**config.mk**
```make
export PLATFORM = sky130hd
export DESIGN_NAME = delta_delta_regression
export DESIGN_NICKNAME = d
export VERILOG_FILES = /design/src/design/ddr_pkg.sv /design/src/design/ddr_ram.sv /design/src/design/ddr_mac.sv /design/src/design/ddr_scaler.sv /design/src/design/delta_delta_regression.sv
export SDC_FILE = /design/constraint.sdc
export NUM_CORES = 2
export LEC_CHECK = 0
export BUFFER_PORTS_ARGS = -buffer_cell sky130_fd_sc_hd__buf_2
export CORE_MARGIN = 8
export CORE_UTILIZATION = 50
export CTS_CLUSTER_SIZE = 28
export DETAILED_ROUTE_END_ITERATION = 10
export GPL_TIMING_DRIVEN = 0
export MAX_ROUTING_LAYER = met4
export PLACE_DENSITY = 0.66
export SETUP_SLACK_MARGIN = 0.5
export SLEW_MARGIN = 5
export SYNTH_ARGS = -nofsm -noshare
export SYNTH_HDL_FRONTEND = slang
export SYNTH_SLANG_ARGS = --single-unit
```
**constraint.sdc**
```tcl
create_clock -name clk -period 10.92 [get_ports clk]
set_input_delay 1.092 -clock clk [delete_from_list [all_inputs] [get_ports clk]]
set_output_delay 1.092 -clock clk [all_outputs]
set_load 0.01 [all_outputs]
```
**src/design/ddr_pkg.sv**
```systemverilog
`timescale 1ns / 1ps
package ddr_pkg;

    localparam int MAX_HALF_WINDOW_DEF = 8;
    localparam int SAMPLE_BITS_DEF     = 16;
    localparam int SCALE_W             = 16;
    localparam int HALF_W              = 4;
    localparam int CFG_DATA_W          = 16;
    localparam int CFG_IDX_W           = 1;

    localparam logic [HALF_W-1:0]  HALF_WINDOW_RESET = 4'd2;
    localparam logic [SCALE_W-1:0] SCALE_RESET       = 16'd6554;

    typedef enum logic [CFG_IDX_W-1:0] {
        CFG_HALF_WINDOW = 1'b0,
        CFG_SCALE_Q16   = 1'b1
    } cfg_reg_t;

    typedef enum logic [3:0] {
        S_IDLE,
        S_FRAME,
        S_MREAD,
        S_MLAST,
        S_MSTART,
        S_MSCALE,
        S_VREAD,
        S_VWAIT,
        S_EMIT
    } state_t;

    typedef struct packed {
        logic clr;
        logic en;
        logic sub;
    } mac_ctrl_t;

endpackage

```
**src/design/ddr_ram.sv**
```systemverilog
`timescale 1ns / 1ps
module ddr_ram #(
    parameter int WIDTH = 16,
    parameter int DEPTH = 64
) (
    input  logic                     clk,
    input  logic                     we,
    input  logic [$clog2(DEPTH)-1:0] waddr,
    input  logic [WIDTH-1:0]         wdata,
    input  logic [$clog2(DEPTH)-1:0] raddr,
    output logic [WIDTH-1:0]         rdata
);

    logic [WIDTH-1:0] mem [DEPTH];
    logic [WIDTH-1:0] rdata_reg;

    always_ff @(posedge clk)
    begin
        if (we)
        begin
            mem[waddr] <= wdata;
        end
        rdata_reg <= mem[raddr];
    end

    assign rdata = rdata_reg;

endmodule

```
**src/design/ddr_mac.sv**
```systemverilog
`timescale 1ns / 1ps
module ddr_mac #(
    parameter int SAMPLE_BITS = 16,
    parameter int NW          = 4,
    parameter int ACC_W       = 24
) (
    input  logic                          clk,
    input  ddr_pkg::mac_ctrl_t            ctrl,
    input  logic [NW-1:0]                 n,
    input  logic signed [SAMPLE_BITS-1:0] x,
    output logic signed [ACC_W-1:0]       acc
);

    import ddr_pkg::*;

    localparam int PW = SAMPLE_BITS + NW + 1;

    logic signed [PW-1:0]    prod;
    logic signed [ACC_W-1:0] term;
    logic signed [ACC_W-1:0] acc_reg;
    logic signed [ACC_W-1:0] acc_next;

    always_comb
    begin
        prod = $signed({1'b0, n}) * x;
        term = ACC_W'(prod);
        acc_next = acc_reg;
        if (ctrl.clr)
        begin
            acc_next = '0;
        end
        else if (ctrl.en)
        begin
            acc_next = ctrl.sub ? (acc_reg - term) : (acc_reg + term);
        end
    end

    always_ff @(posedge clk)
    begin
        acc_reg <= acc_next;
    end

    assign acc = acc_reg;

endmodule

```
**src/design/ddr_scaler.sv**
```systemverilog
`timescale 1ns / 1ps
module ddr_scaler #(
    parameter int SAMPLE_BITS = 16,
    parameter int ACC_W       = 24
) (
    input  logic                          clk,
    input  logic                          rst_n,
    input  logic                          start,
    input  logic signed [ACC_W-1:0]       acc,
    input  logic [ddr_pkg::SCALE_W-1:0]   scale,
    output logic                          done,
    output logic signed [SAMPLE_BITS-1:0] result
);

    import ddr_pkg::*;

    localparam int QW  = ACC_W + 2;
    localparam int CNW = $clog2(SCALE_W + 1);
    localparam logic signed [QW-1:0] QMAX =
        {{(QW - SAMPLE_BITS + 1){1'b0}}, {(SAMPLE_BITS - 1){1'b1}}};
    localparam logic signed [QW-1:0] QMIN =
        {{(QW - SAMPLE_BITS + 1){1'b1}}, {(SAMPLE_BITS - 1){1'b0}}};

    logic                          busy_reg;
    logic                          done_reg;
    logic [CNW-1:0]                cnt_reg;
    logic signed [ACC_W:0]         hi_reg;
    logic [SCALE_W-1:0]            lo_reg;
    logic signed [ACC_W-1:0]       mcand_reg;
    logic [SCALE_W-1:0]            sc_reg;
    logic signed [SAMPLE_BITS-1:0] result_reg;

    logic signed [ACC_W:0]         hi_sum;
    logic signed [QW-1:0]          q;
    logic signed [SAMPLE_BITS-1:0] sat_next;
    logic                          last_step;

    always_comb
    begin
        hi_sum = hi_reg + (sc_reg[0] ? (ACC_W+1)'(mcand_reg) : '0);
        q = QW'(hi_reg) + $signed({{(QW-1){1'b0}}, lo_reg[SCALE_W-1]});
        priority if (q > QMAX)
        begin
            sat_next = QMAX[SAMPLE_BITS-1:0];
        end
        else if (q < QMIN)
        begin
            sat_next = QMIN[SAMPLE_BITS-1:0];
        end
        else
        begin
            sat_next = q[SAMPLE_BITS-1:0];
        end
        last_step = busy_reg && (cnt_reg == CNW'(SCALE_W));
    end

    always_ff @(posedge clk or negedge rst_n)
    begin
        if (!rst_n)
        begin
            busy_reg <= 1'b0;
            done_reg <= 1'b0;
            cnt_reg  <= '0;
        end
        else
        begin
            done_reg <= last_step;
            if (start)
            begin
                busy_reg <= 1'b1;
                cnt_reg  <= '0;
            end
            else if (last_step)
            begin
                busy_reg <= 1'b0;
            end
            else if (busy_reg)
            begin
                cnt_reg <= cnt_reg + CNW'(1);
            end
        end
    end

    always_ff @(posedge clk)
    begin
        if (start)
        begin
            mcand_reg <= acc;
            sc_reg    <= scale;
            hi_reg    <= '0;
            lo_reg    <= '0;
        end
        else if (last_step)
        begin
            result_reg <= sat_next;
        end
        else if (busy_reg)
        begin
            hi_reg <= hi_sum >>> 1;
            lo_reg <= {hi_sum[0], lo_reg[SCALE_W-1:1]};
            sc_reg <= sc_reg >> 1;
        end
    end

    assign done   = done_reg;
    assign result = result_reg;

endmodule

```
**src/design/delta_delta_regression.sv**
```systemverilog
`timescale 1ns / 1ps
// channel   direction  handshake              payload
// cfg       in         cfg_we                 cfg_index, cfg_data
// in        in         in_valid / in_stall    sample, last
// out       out        out_valid / out_stall  value, delta, delta_delta, end_of_run
//
// the time each emitted frame takes is set by the single sample memory read
// port and the bit-serial scale multiply
// asynchronous active-low reset; memory contents need no clearing
// in_stall is high from acceptance until all frames of the item are queued
// the output register holds a frame while out_stall is high
module delta_delta_regression #(
    parameter int MAX_HALF_WINDOW = ddr_pkg::MAX_HALF_WINDOW_DEF,
    parameter int SAMPLE_BITS     = ddr_pkg::SAMPLE_BITS_DEF
) (
    input  logic                             clk,
    input  logic                             rst_n,
    input  logic                             cfg_we,
    input  logic [ddr_pkg::CFG_IDX_W-1:0]    cfg_index,
    input  logic [ddr_pkg::CFG_DATA_W-1:0]   cfg_data,
    input  logic                             in_valid,
    output logic                             in_stall,
    input  logic signed [SAMPLE_BITS-1:0]    sample,
    input  logic                             last,
    output logic                             out_valid,
    input  logic                             out_stall,
    output logic signed [SAMPLE_BITS-1:0]    value,
    output logic signed [SAMPLE_BITS-1:0]    delta,
    output logic signed [SAMPLE_BITS-1:0]    delta_delta,
    output logic                             end_of_run
);

    import ddr_pkg::*;

    localparam int SWIN_DEPTH = 4 * MAX_HALF_WINDOW + 1;
    localparam int RAM_AW     = $clog2(SWIN_DEPTH);
    localparam int RAM_DEPTH  = 1 << RAM_AW;
    localparam int DWIN_DEPTH = 2 * MAX_HALF_WINDOW + 1;
    localparam int CW         = $clog2(SWIN_DEPTH + 1);
    localparam int SAW        = CW + 2;
    localparam int KW         = $clog2(DWIN_DEPTH);
    localparam int NW         = $clog2(MAX_HALF_WINDOW + 1);
    localparam int PW         = $clog2(DWIN_DEPTH + 1);
    localparam int ACC_W      = SAMPLE_BITS + 2 +
                                $clog2(MAX_HALF_WINDOW * (MAX_HALF_WINDOW + 1) / 2);

    state_t state_reg;
    state_t state_next;

    logic [HALF_W-1:0]  half_window_reg;
    logic [SCALE_W-1:0] scale_reg;

    logic [CW-1:0]     cnt_reg;
    logic [PW-1:0]     pend_reg;
    logic [RAM_AW-1:0] head_reg;
    logic              flush_reg;
    logic [KW-1:0]     k_reg;
    logic [NW-1:0]     rn_reg;
    logic              side_reg;
    logic              phase_dd_reg;

    logic                          op_v_reg;
    logic [NW-1:0]                 op_n_reg;
    logic                          op_sub_reg;
    logic                          op_src_reg;
    logic signed [SAMPLE_BITS-1:0] dwin_q_reg;

    logic signed [SAMPLE_BITS-1:0] dwin_reg [DWIN_DEPTH];
    logic signed [SAMPLE_BITS-1:0] val_reg;
    logic signed [SAMPLE_BITS-1:0] dd_reg;

    logic                          out_valid_reg;
    logic signed [SAMPLE_BITS-1:0] value_reg;
    logic signed [SAMPLE_BITS-1:0] delta_reg;
    logic signed [SAMPLE_BITS-1:0] dd_out_reg;
    logic                          eor_reg;

    logic [NW-1:0]           nh;
    logic [NW:0]             two_nh;
    logic [PW-1:0]           ta_full;
    logic [KW-1:0]           ta;
    logic [CW-1:0]           lim;
    logic signed [SAW-1:0]   ca_raw;
    logic [CW-1:0]           ca;
    logic signed [SAW-1:0]   rd_raw;
    logic [CW-1:0]           rd_age;
    logic [CW-1:0]           age_sel;
    logic [KW-1:0]           didx;
    logic                    accept;
    logic                    frame_go;
    logic                    last_read;
    logic                    load;
    logic                    k_last;

    logic                          ram_we;
    logic [RAM_AW-1:0]             ram_raddr;
    logic [SAMPLE_BITS-1:0]        ram_rdata;
    logic signed [SAMPLE_BITS-1:0] mac_x;
    mac_ctrl_t                     mac_ctrl;
    logic signed [ACC_W-1:0]       mac_acc;
    logic                          sc_start;
    logic                          sc_done;
    logic signed [SAMPLE_BITS-1:0] sc_result;

    function automatic logic [CW-1:0] clamp_age(input logic signed [SAW-1:0] a,
                                                input logic [CW-1:0] hi);
        logic [CW-1:0] r;
        priority if (a < 0)
        begin
            r = '0;
        end
        else if (a > $signed({2'b00, hi}))
        begin
            r = hi;
        end
        else
        begin
            r = a[CW-1:0];
        end
        return r;
    endfunction

    // effective half window, frame addressing and handshake decodes
    always_comb
    begin
        priority if (half_window_reg == '0)
        begin
            nh = NW'(1);
        end
        else if (half_window_reg > HALF_W'(MAX_HALF_WINDOW))
        begin
            nh = NW'(MAX_HALF_WINDOW);
        end
        else
        begin
            nh = half_window_reg[NW-1:0];
        end
        two_nh  = {nh, 1'b0};
        ta_full = pend_reg - PW'(1);
        ta      = ta_full[KW-1:0];
        lim     = cnt_reg - CW'(1);
        ca_raw  = $signed(SAW'(ta)) + $signed(SAW'(nh)) - $signed(SAW'(k_reg));
        ca      = clamp_age(ca_raw, lim);
        rd_raw  = side_reg ? ($signed({2'b00, ca}) + $signed(SAW'(rn_reg)))
                           : ($signed({2'b00, ca}) - $signed(SAW'(rn_reg)));
        rd_age  = clamp_age(rd_raw, lim);
        age_sel = (state_reg == S_VREAD) ? CW'(ta) : rd_age;
        didx    = side_reg ? (KW'(nh) - KW'(rn_reg)) : (KW'(nh) + KW'(rn_reg));
        ram_raddr = head_reg - RAM_AW'(age_sel);

        accept    = (state_reg == S_IDLE) && in_valid;
        frame_go  = (pend_reg != '0) && (flush_reg || (pend_reg > PW'(two_nh)));
        last_read = (rn_reg == nh) && side_reg;
        load      = (state_reg == S_EMIT) && (!out_valid_reg || !out_stall);
        k_last    = (k_reg == KW'(two_nh));
    end

    // next state
    always_comb
    begin
        state_next = state_reg;
        unique case (state_reg)
            S_IDLE:
            begin
                if (in_valid)
                begin
                    state_next = S_FRAME;
                end
            end
            S_FRAME:
            begin
                state_next = frame_go ? S_MREAD : S_IDLE;
            end
            S_MREAD:
            begin
                if (last_read)
                begin
                    state_next = S_MLAST;
                end
            end
            S_MLAST:
            begin
                state_next = S_MSTART;
            end
            S_MSTART:
            begin
                state_next = S_MSCALE;
            end
            S_MSCALE:
            begin
                if (sc_done)
                begin
                    state_next = phase_dd_reg ? S_VREAD : S_MREAD;
                end
            end
            S_VREAD:
            begin
                state_next = S_VWAIT;
            end
            S_VWAIT:
            begin
                state_next = S_EMIT;
            end
            S_EMIT:
            begin
                if (load)
                begin
                    state_next = S_FRAME;
                end
            end
            default:
            begin
                state_next = S_IDLE;
            end
        endcase
    end

    // fsm outputs
    always_comb
    begin
        in_stall     = (state_reg != S_IDLE);
        ram_we       = accept;
        sc_start     = (state_reg == S_MSTART);
        mac_ctrl.clr = (state_reg == S_MSTART) || (state_reg == S_FRAME);
        mac_ctrl.en  = op_v_reg;
        mac_ctrl.sub = op_sub_reg;
        mac_x        = op_src_reg ? dwin_q_reg : $signed(ram_rdata);
    end

    always_ff @(posedge clk or negedge rst_n)
    begin
        if (!rst_n)
        begin
            half_window_reg <= HALF_WINDOW_RESET;
            scale_reg       <= SCALE_RESET;
        end
        else if (cfg_we)
        begin
            unique case (cfg_reg_t'(cfg_index))
                CFG_HALF_WINDOW: half_window_reg <= cfg_data[HALF_W-1:0];
                CFG_SCALE_Q16:   scale_reg       <= cfg_data[SCALE_W-1:0];
            endcase
        end
    end

    always_ff @(posedge clk or negedge rst_n)
    begin
        if (!rst_n)
        begin
            state_reg     <= S_IDLE;
            cnt_reg       <= '0;
            pend_reg      <= '0;
            head_reg      <= '0;
            flush_reg     <= 1'b0;
            k_reg         <= '0;
            rn_reg        <= NW'(1);
            side_reg      <= 1'b0;
            phase_dd_reg  <= 1'b0;
            op_v_reg      <= 1'b0;
            out_valid_reg <= 1'b0;
        end
        else
        begin
            state_reg     <= state_next;
            op_v_reg      <= (state_reg == S_MREAD);
            out_valid_reg <= load || (out_valid_reg && out_stall);
            if (accept)
            begin
                head_reg  <= head_reg + RAM_AW'(1);
                cnt_reg   <= (cnt_reg == CW'(SWIN_DEPTH)) ? cnt_reg : cnt_reg + CW'(1);
                pend_reg  <= pend_reg + PW'(1);
                flush_reg <= last;
            end
            if (state_reg == S_FRAME)
            begin
                if (pend_reg == '0 && flush_reg)
                begin
                    cnt_reg <= '0;
                end
                k_reg        <= '0;
                rn_reg       <= NW'(1);
                side_reg     <= 1'b0;
                phase_dd_reg <= 1'b0;
            end
            if (state_reg == S_MREAD)
            begin
                if (side_reg)
                begin
                    rn_reg <= rn_reg + NW'(1);
                end
                side_reg <= !side_reg;
            end
            if (state_reg == S_MSCALE && sc_done)
            begin
                rn_reg   <= NW'(1);
                side_reg <= 1'b0;
                if (!phase_dd_reg)
                begin
                    if (k_last)
                    begin
                        phase_dd_reg <= 1'b1;
                    end
                    else
                    begin
                        k_reg <= k_reg + KW'(1);
                    end
                end
            end
            if (load)
            begin
                pend_reg <= pend_reg - PW'(1);
            end
        end
    end

    always_ff @(posedge clk)
    begin
        op_n_reg   <= rn_reg;
        op_sub_reg <= side_reg;
        op_src_reg <= phase_dd_reg;
        dwin_q_reg <= dwin_reg[didx];
        if (state_reg == S_MSCALE && sc_done)
        begin
            if (phase_dd_reg)
            begin
                dd_reg <= sc_result;
            end
            else
            begin
                dwin_reg[k_reg] <= sc_result;
            end
        end
        if (state_reg == S_VWAIT)
        begin
            val_reg <= $signed(ram_rdata);
        end
        if (load)
        begin
            value_reg  <= val_reg;
            delta_reg  <= dwin_reg[KW'(nh)];
            dd_out_reg <= dd_reg;
            eor_reg    <= flush_reg && (ta == '0);
        end
    end

    ddr_ram #(
        .WIDTH (SAMPLE_BITS),
        .DEPTH (RAM_DEPTH)
    ) u_ram (
        .clk   (clk),
        .we    (ram_we),
        .waddr (head_reg + RAM_AW'(1)),
        .wdata (sample),
        .raddr (ram_raddr),
        .rdata (ram_rdata)
    );

    ddr_mac #(
        .SAMPLE_BITS (SAMPLE_BITS),
        .NW          (NW),
        .ACC_W       (ACC_W)
    ) u_mac (
        .clk  (clk),
        .ctrl (mac_ctrl),
        .n    (op_n_reg),
        .x    (mac_x),
        .acc  (mac_acc)
    );

    ddr_scaler #(
        .SAMPLE_BITS (SAMPLE_BITS),
        .ACC_W       (ACC_W)
    ) u_scaler (
        .clk    (clk),
        .rst_n  (rst_n),
        .start  (sc_start),
        .acc    (mac_acc),
        .scale  (scale_reg),
        .done   (sc_done),
        .result (sc_result)
    );

    assign out_valid   = out_valid_reg;
    assign value       = value_reg;
    assign delta       = delta_reg;
    assign delta_delta = dd_out_reg;
    assign end_of_run  = eor_reg;

endmodule

```
==> impl_summary.log <==
INFO  metric fillerInstances = 10400
INFO  metric tritoncts_num_sinks = 1582
INFO  metric cts-root-to-sink-buffers = 3
INFO  metric ys_seq_elements = 1582
INFO  metric multi_input_comb_area = 23100 sq um
INFO  metric floorplan.initialDensity = 50.3%
INFO  metric synth.most_common_cell = edfxtp_1
INFO  metric regToRegStartpoint = pend_reg[1]
INFO  metric postSynthCellCount = 4339
INFO  metric antenna_violations_before_repair = 4
INFO  metric clock_tree_from_tritoncts = built
INFO  metric die_area = 152000 sq um
INFO  metric crit_path_end_kind = flop
INFO  metric detailroute.via_count = 40000
INFO  metric die-width = 390 um
INFO  metric share_of_synthesized_area_spent_on_multiplexers = 14.3%
INFO  metric cts.htree.levels = 4
INFO  metric combinational_family_with_the_most_area_after_synthesis = multiplexers
INFO  metric ff2ff_setup_slack = 800 ps
INFO  metric synth.lib_cells_used.distinct = 105
INFO  metric max_slew.worst_pin.slew = 1360 ps
INFO  metric crit_path_top_delay_cell = mux4_2
INFO  metric hold_violations_final = 0
INFO  metric drive_above_1_share = 24.6%
INFO  metric synth_xor_area_share = 1.67%
INFO  metric place_area = 74400 sq um
INFO  metric boundaryPins = 90
INFO  metric synth_async_sr_flop_share = 3.92%
INFO  metric seq_area_frac_synth = 66.1%
INFO  metric cp_slowest_stage_delay = 580 ps
INFO  metric min-delay-path-class = in -> async
INFO  metric ys_top_cells_by_count = 1433 x edfxtp_1, 384 x mux4_2, 309 x nand2_1, 282 x nor2_1, 155 x clkbuf_1
INFO  metric period_minus_slack = 10120 ps
INFO  metric area_growth_syn_to_layout = 15.7%
INFO  metric gpl.final_weighted_congestion = 0.906
INFO  metric post_synth_fa_ha_maj_area_fraction = 3.90%
INFO  metric first_iteration_detailed_routing_drc_count = 3819
INFO  metric hold_buffers = 0
INFO  metric worst_slew_margin_rel = 9.28%
INFO  metric timing.critical_path.fanout_max = 10
INFO  metric fp.dieH = 390 um
INFO  metric drt_drc_violations_left = 0
INFO  metric setup_viol = 0
INFO  metric max_freq = 98.8 MHz
INFO  metric area_inside_the_core_boundary = 139000 sq um
INFO  metric groute.usage.overall = 23.0%
INFO  metric synth_compound_area_share = 5.05%
INFO  metric grt_pass1_vias = 40000
INFO  metric clk_pin_slew = 60 ps
INFO  metric grt_pass1_wl = 256000 um
INFO  metric grt.overflow.total = 0
INFO  metric rsz0062_at_grt = no
INFO  metric routed_wirelength = 171000 um
INFO  metric syn-num-nets = 4570
INFO  metric cts.root.buffer_cell = clkbuf_16
INFO  metric place.port_buffers = 89
INFO  metric synth_simple_gate_area_share = 6.90%
INFO  metric synth_enable_flop_cells = 1433
INFO  metric dominantRegCellSynth = edfxtp_1
INFO  metric flip_flop_count_of_the_largest_register_after_layout = 1024
INFO  metric post_drt_wl_per_cell = 25.5 um
INFO  metric seq_area = 46300 sq um
INFO  metric worst-endpoint-required = 11590 ps
INFO  metric final.period_utilization = 92.7%
INFO  metric maximum_number_of_pins_on_one_net_before_global_route_repair = 65
INFO  metric nNetsFinal = 4935
INFO  metric fp-row-count = 137
INFO  metric regToRegEndpoint = u_ram.rdata[6]
INFO  metric status = complete, no violations
INFO  metric via_per_inst = 5.95
INFO  metric synth_area_leaders = edfxtp_1 61%, mux4_2 12%, ha_1 2.7%
INFO  metric synth_area = 70100 sq um
INFO  metric firstDrtPassIters = 8
INFO  metric setup.worst_path.class = reg -> reg
INFO  metric antenna_violating_nets_post_route = 0
INFO  metric final-max-slew-violation-count = 0
INFO  metric design_area = 81100 sq um
INFO  metric timing.critical_path.arrival = 10790 ps
INFO  metric maxCapViolCount = 0
INFO  metric synth-warning-count = 0
INFO  metric yosys.area.top_type = edfxtp_1
INFO  metric clock-skew-final = 70.8 ps
INFO  metric setup.worst_path.start_class = flop
INFO  metric cts_made_buffers = 162
INFO  metric clk_latency = 830 ps
INFO  metric reg2regPathDepth = 47
INFO  metric synth.avg_cell_area = 16.2 sq um
INFO  metric netlist.area_leader.share = 61.4%
INFO  metric detailed_place_hpwl = 117000 um
layer usage:
layer	up-vias	share of wire, %	global-route usage [%]
li1	17700	-	-
met1	20400	41	30.0
met2	1534	49	37.2
met3	275	6.8	3.85
met4	0	3.1	7.10
met5	-	0	-
worst max path at each step:
stage,endpoint,from,slack (ps)
floorplan,u_ram.rdata[4],half_window_reg[2],1210
global placement,u_ram.rdata[5],half_window_reg[2],-2530
detailed placement,u_ram.rdata[8],half_window_reg[2],-2170
CTS,u_ram.rdata[10],pend_reg[0],490
global route,u_ram.rdata[6],pend_reg[1],400
finish,u_ram.rdata[6],pend_reg[1],800
worst max-delay path, delay by kind of cell (launching register included):
family	cells	cell delay [ps]
adder cells (fa/ha/maj)	7	2410
AND/OR/NAND/NOR	11	1840
buffers and inverters	13	1730
AO/OA/AOI/OAI	10	1710
multiplexers	3	1300
XOR/XNOR	3	580
flip-flops	1	380
through the flow:
stage          instances  hold WS (ps)  utilization (%)  worst slack [ps]  TNS [ps]
2_1_floorplan       4339           345                -              1210         0
4_1_cts             6701           166             57.7               492         0
3_5_place_dp        6387           358             53.4             -2170    -33840
3_3_place_gp        6304           353             52.3             -2530    -36270
5_1_grt             6716           187             58.2               401         0
6_report            6716           197             58.2               801         0
cell usage in the layout, fill, tap and decap left out, types with 25 or more instances in the layout:
| cell | netlist | layout |
|---|---|---|
| clkinv_2 | 0 | 31 |
| fa_1 | 43 | 40 |
| mux2_2 | 55 | 46 |
| and2_1 | 35 | 34 |
| dfrtp_1 | 53 | 53 |
| nand4_1 | 51 | 51 |
| xor2_1 | 41 | 37 |
| nor2b_1 | 94 | 94 |
| inv_1 | 148 | 143 |
| o21ai_0 | 84 | 83 |
| a211oi_1 | 52 | 49 |
| nor2_1 | 282 | 185 |
| o21a_1 | 25 | 25 |
| buf_2 | 20 | 105 |
| ha_1 | 149 | 142 |
| a21oi_1 | 147 | 144 |
| nand2_1 | 309 | 308 |
| clkbuf_16 | 0 | 165 |
| nand2b_1 | 26 | 26 |
| xnor2_1 | 89 | 84 |
| mux2i_1 | 71 | 54 |
| mux4_2 | 384 | 384 |
| edfxtp_1 | 1433 | 1433 |
| nor2_2 | 1 | 94 |
| nand3_1 | 78 | 78 |
| dfxtp_1 | 87 | 87 |
| buf_8 | 0 | 77 |
| buf_4 | 5 | 50 |
| clkbuf_1 | 155 | 146 |
| nor3_1 | 49 | 45 |
final cells by class:
| type | count | share of cell area, % |
|---|---|---|
| Multi-Input combinational cell | 2387 | 28.5 |
| Clock inverter | 90 | 1.31 |
| Tap cell | 1876 | 2.90 |
| Timing Repair Buffer | 201 | 2.46 |
| Inverter | 151 | 0.711 |
| Clock buffer | 209 | 5.33 |
| Antenna cell | 1 | 0.00309 |
| Buffer | 219 | 1.68 |
| Sequential cell | 1582 | 57.2 |
what timing repair did:
action	4_1_cts	5_1_grt
endpoints found under the setup margin	16	16
resized for setup	235	129
cloned	1	0
pin swaps	7	17
buffers inserted	14	14
kinds of logic (layout without fill, tap and decap cells):
family                   Yosys count  in the layout
AO/OA/AOI/OAI                    528            528
XOR/XNOR                         132            132
adder cells (fa/ha/maj)          193            193
multiplexers                     513            513
buffers and inverters            370            870
flip-flops                      1582           1582
AND/OR/NAND/NOR                 1021           1021
other                              0              1
Power is not shown: default switching activity piles up to over one toggle a cycle in this logic, so the estimate is an artifact.
